## src/rtl/core/pfs_mul.sv

```systemverilog
module pfs_mul (
    input  logic        clk,
    input  logic [31:0] a,
    input  logic [31:0] b,
    output logic [63:0] p
);

    logic [63:0] p_reg;

    always_ff @(posedge clk)
    begin
        p_reg <= {32'd0, a} * {32'd0, b};
    end

    assign p = p_reg;

endmodule

```

## config.mk

```make
export PLATFORM = sky130hd
export DESIGN_NAME = pfs_mul
export DESIGN_NICKNAME = d
export VERILOG_FILES = /design/src/rtl/core/pfs_mul.sv
export SDC_FILE = /design/constraint.sdc
export NUM_CORES = 2
export LEC_CHECK = 0
export BUFFER_PORTS_ARGS = -buffer_cell sky130_fd_sc_hd__buf_4
export CAP_MARGIN = 40
export CORE_MARGIN = 2
export CORE_UTILIZATION = 39
export DETAILED_ROUTE_END_ITERATION = 10
export PLACE_DENSITY = 0.59
export SKIP_CTS_REPAIR_TIMING = 1
export SYNTH_ARGS = -nofsm -noshare
export SYNTH_HDL_FRONTEND = slang
export SYNTH_SLANG_ARGS = --single-unit
export TNS_END_PERCENT = 1
```

## constraint.sdc

```tcl
create_clock -name clk -period 15.6 [get_ports clk]
set_input_delay 0 -clock clk [delete_from_list [all_inputs] [get_ports clk]]
set_output_delay 0 -clock clk [all_outputs]
set_load 0.05 [all_outputs]
```

==> impl_metrics.tcl <==
set metrics [dict create \
    cts.sinks 64 \
    worst_path_most_repeated_cell "fa_1" \
    max_slew_margin_pct 49.5 \
    rsz0062_at_grt "no" \
    drtIter0Drc 1311 \
    syn2layout_area_growth_pct 5.51 \
    status "finished, final reports clean" \
    synth-seq-area-share_pct 3.69 \
    yosys-top-cells-area "fa_1 52%, and2_1 11%, ha_1 9.5%" \
    grt_max_degree 33 \
    clk_pin_slew_ns 0.06 \
    synth-seq-cells 64 \
    hp-class "primary input to flop" \
    crit_chain "buf_4 -> nand2_1 -> fa_1 -> fa_1 -> inv_1 -> fa_1 -> fa_1 -> fa_1 -> fa_1 -> fa_1 -> inv_1 -> fa_1 -> inv_1 -> ha_1 -> nand4_1 -> or4_1 -> or3_1 -> a31oi_1 -> a31o_2 -> a211oi_1 -> o21ai_1 -> xor2_1" \
    largest_reg_flops 64 \
    cts-root-buf "clkbuf_16" \
    antenna_found_initial 2 \
    grt_pass1_vias 26400 \
    path_buf_inv 4 \
    initial_core_util_pct 39.3 \
    ys_async_sr_fraction_pct 0 \
    tightestPinTransition_ns 0.752 \
    vias 24300 \
    drt-wirelength-per-cell_um 19.4 \
    setup-violations-final 0 \
    gp_congestion 0.872 \
    syn_area_um2 34700 \
    hold_viol 0 \
    fin_crit_sh_pct 47.6 \
    io_pins 129 \
    crit_arrival_ns 7.72 \
    dr.pass1.iters 5 \
    nFillCells 8840 \
    htree_levels 3 \
    via_per_inst 5.03 \
    synth_top_area_share_pct 51.7 \
    cp.required_ns 15.89 \
    nets 4891 \
    cp-end-kind "flop" \
    synth_warnings 0 \
    fp.dieH_um 302 \
    fp.dieW_um 302 \
    max_stage_delay_ns 0.64 \
    drt-total-wl_um 94000 \
    ant_nets 0 \
    cp.depth 22 \
    startpoint "b[17]" \
    critPathMaxFanout 32 \
    final_max_slew_viol_count 0 \
    final_layout_size_suffix_gt1_share_pct 4.33 \
    fp.coreArea_um2 88200 \
    cap_violations 0 \
    row_count 109 \
    hold_depth 2 \
    synth_area_leader_cell "fa_1" \
    dieArea_um2 91300 \
    critPathLaunchType "primary input" \
    fin_setup_tns_ns 0 \
    ys.flop_type "dfxtp_1" \
    grt_usage_pct 21.6 \
    crit_end "p[62]" \
    yosys-top-cells-count "896 x fa_1, 865 x inv_1, 602 x and2_1" \
    yosys.cell_count.top_type "fa_1" \
    min_period_ns 7.43 \
    cts_tree "yes" \
    cts_buffers 9 \
    cpMaxStageDelayCell "fa_1" \
    place_hpwl_um 76700 \
    synth_edf_count 0 \
    io_buffer_count 128 \
    critPathTopFamily "adder cells" \
    max_freq_mhz 135 \
    synth_cell_types 57 \
    avgSynthCellArea_um2 9.25 \
    grt_first_pass_wirelength_um 150000 \
    postSynthCellCount 3748 \
    clock_path_buffers 2 \
    synth_nets 4972 \
    drcViolationCount 0 \
    critical_path_class "primary input to flop" \
    overflow 0 \
]
[through the flow]
step / instance area, um^2 / util, % / hold WS, ns / worst slack (ns) / cells
after floorplan: 34700 / - / 0.127 / 8.85 / 3748
after global placement: 36300 / 41.1 / 0.451 / 7.97 / 4821
after detailed placement: 36300 / 41.1 / 0.450 / 7.88 / 4821
after CTS: 36600 / 41.5 / 0.119 / 8.25 / 4836
after global routing: 36600 / 41.5 / 0.151 / 7.84 / 4837
final: 36600 / 41.5 / 0.131 / 8.17 / 4837
[cells by family after synthesis]
group                    after synthesis  synth area share (%)
multiplexers                           1                0.0289
buffers and inverters               1085                  11.8
XOR/XNOR                              60                  1.52
adder cells (fa/ha/maj)             1159                  61.2
AO/OA/AOI/OAI                        202                  4.15
flip-flops                            64                  3.69
AND/OR/NAND/NOR                     1177                  17.6
[per-layer routing]
metal | track usage [%] | vias to the layer above | part of all wire [%]
met2 | 39.5 | 557 | 54
met4 | 8.04 | 2 | 4.3
met5 | 0 | - | 0.015
met3 | 1.80 | 152 | 3.2
li1 | - | 10700 | -
met1 | 26.5 | 13000 | 39
[placed cells by master, fill, tap and decap left out, types with 4 or more instances in the layout]
cell type and n:
buf_4 128, o21bai_1 10, dfxtp_1 64, a21oi_1 63
a221o_1 4, xor2_1 25, nor3_1 7, o21a_1 9
xnor2_1 35, and2_1 602, nor2_1 20, nand4_1 23
ha_1 263, o21ai_0 21, and3_1 14, nand3_1 10
nand2_1 480, a31oi_1 12, inv_1 865, o21ai_1 5
a21o_1 40, fa_1 896, clkbuf_16 9
[worst min-delay path by stage]
stage	start	end	slack, ns
6_report	b[0]	p[0]	0.13
3_5_place_dp	p[37]	p[37]	0.45
4_1_cts	b[0]	p[0]	0.12
2_1_floorplan	b[0]	p[0]	0.13
5_1_grt	b[0]	p[0]	0.15
3_3_place_gp	p[37]	p[37]	0.45
[cell type report]
cell class              count  area, um^2  area share [%]
diodes                      1        2.50         0.00684
well taps                1165        1460            3.98
clock inverters             3        65.1           0.178
clock buffers              12         256           0.701
flip-flops and latches     64        1280            3.50
multi-input cells        2599       29300            80.1
inverters                 865        3250            8.87
repair buffers            128         961            2.63
Power is not shown: default switching activity piles up to over one toggle a cycle in this logic, so the estimate is an artifact.
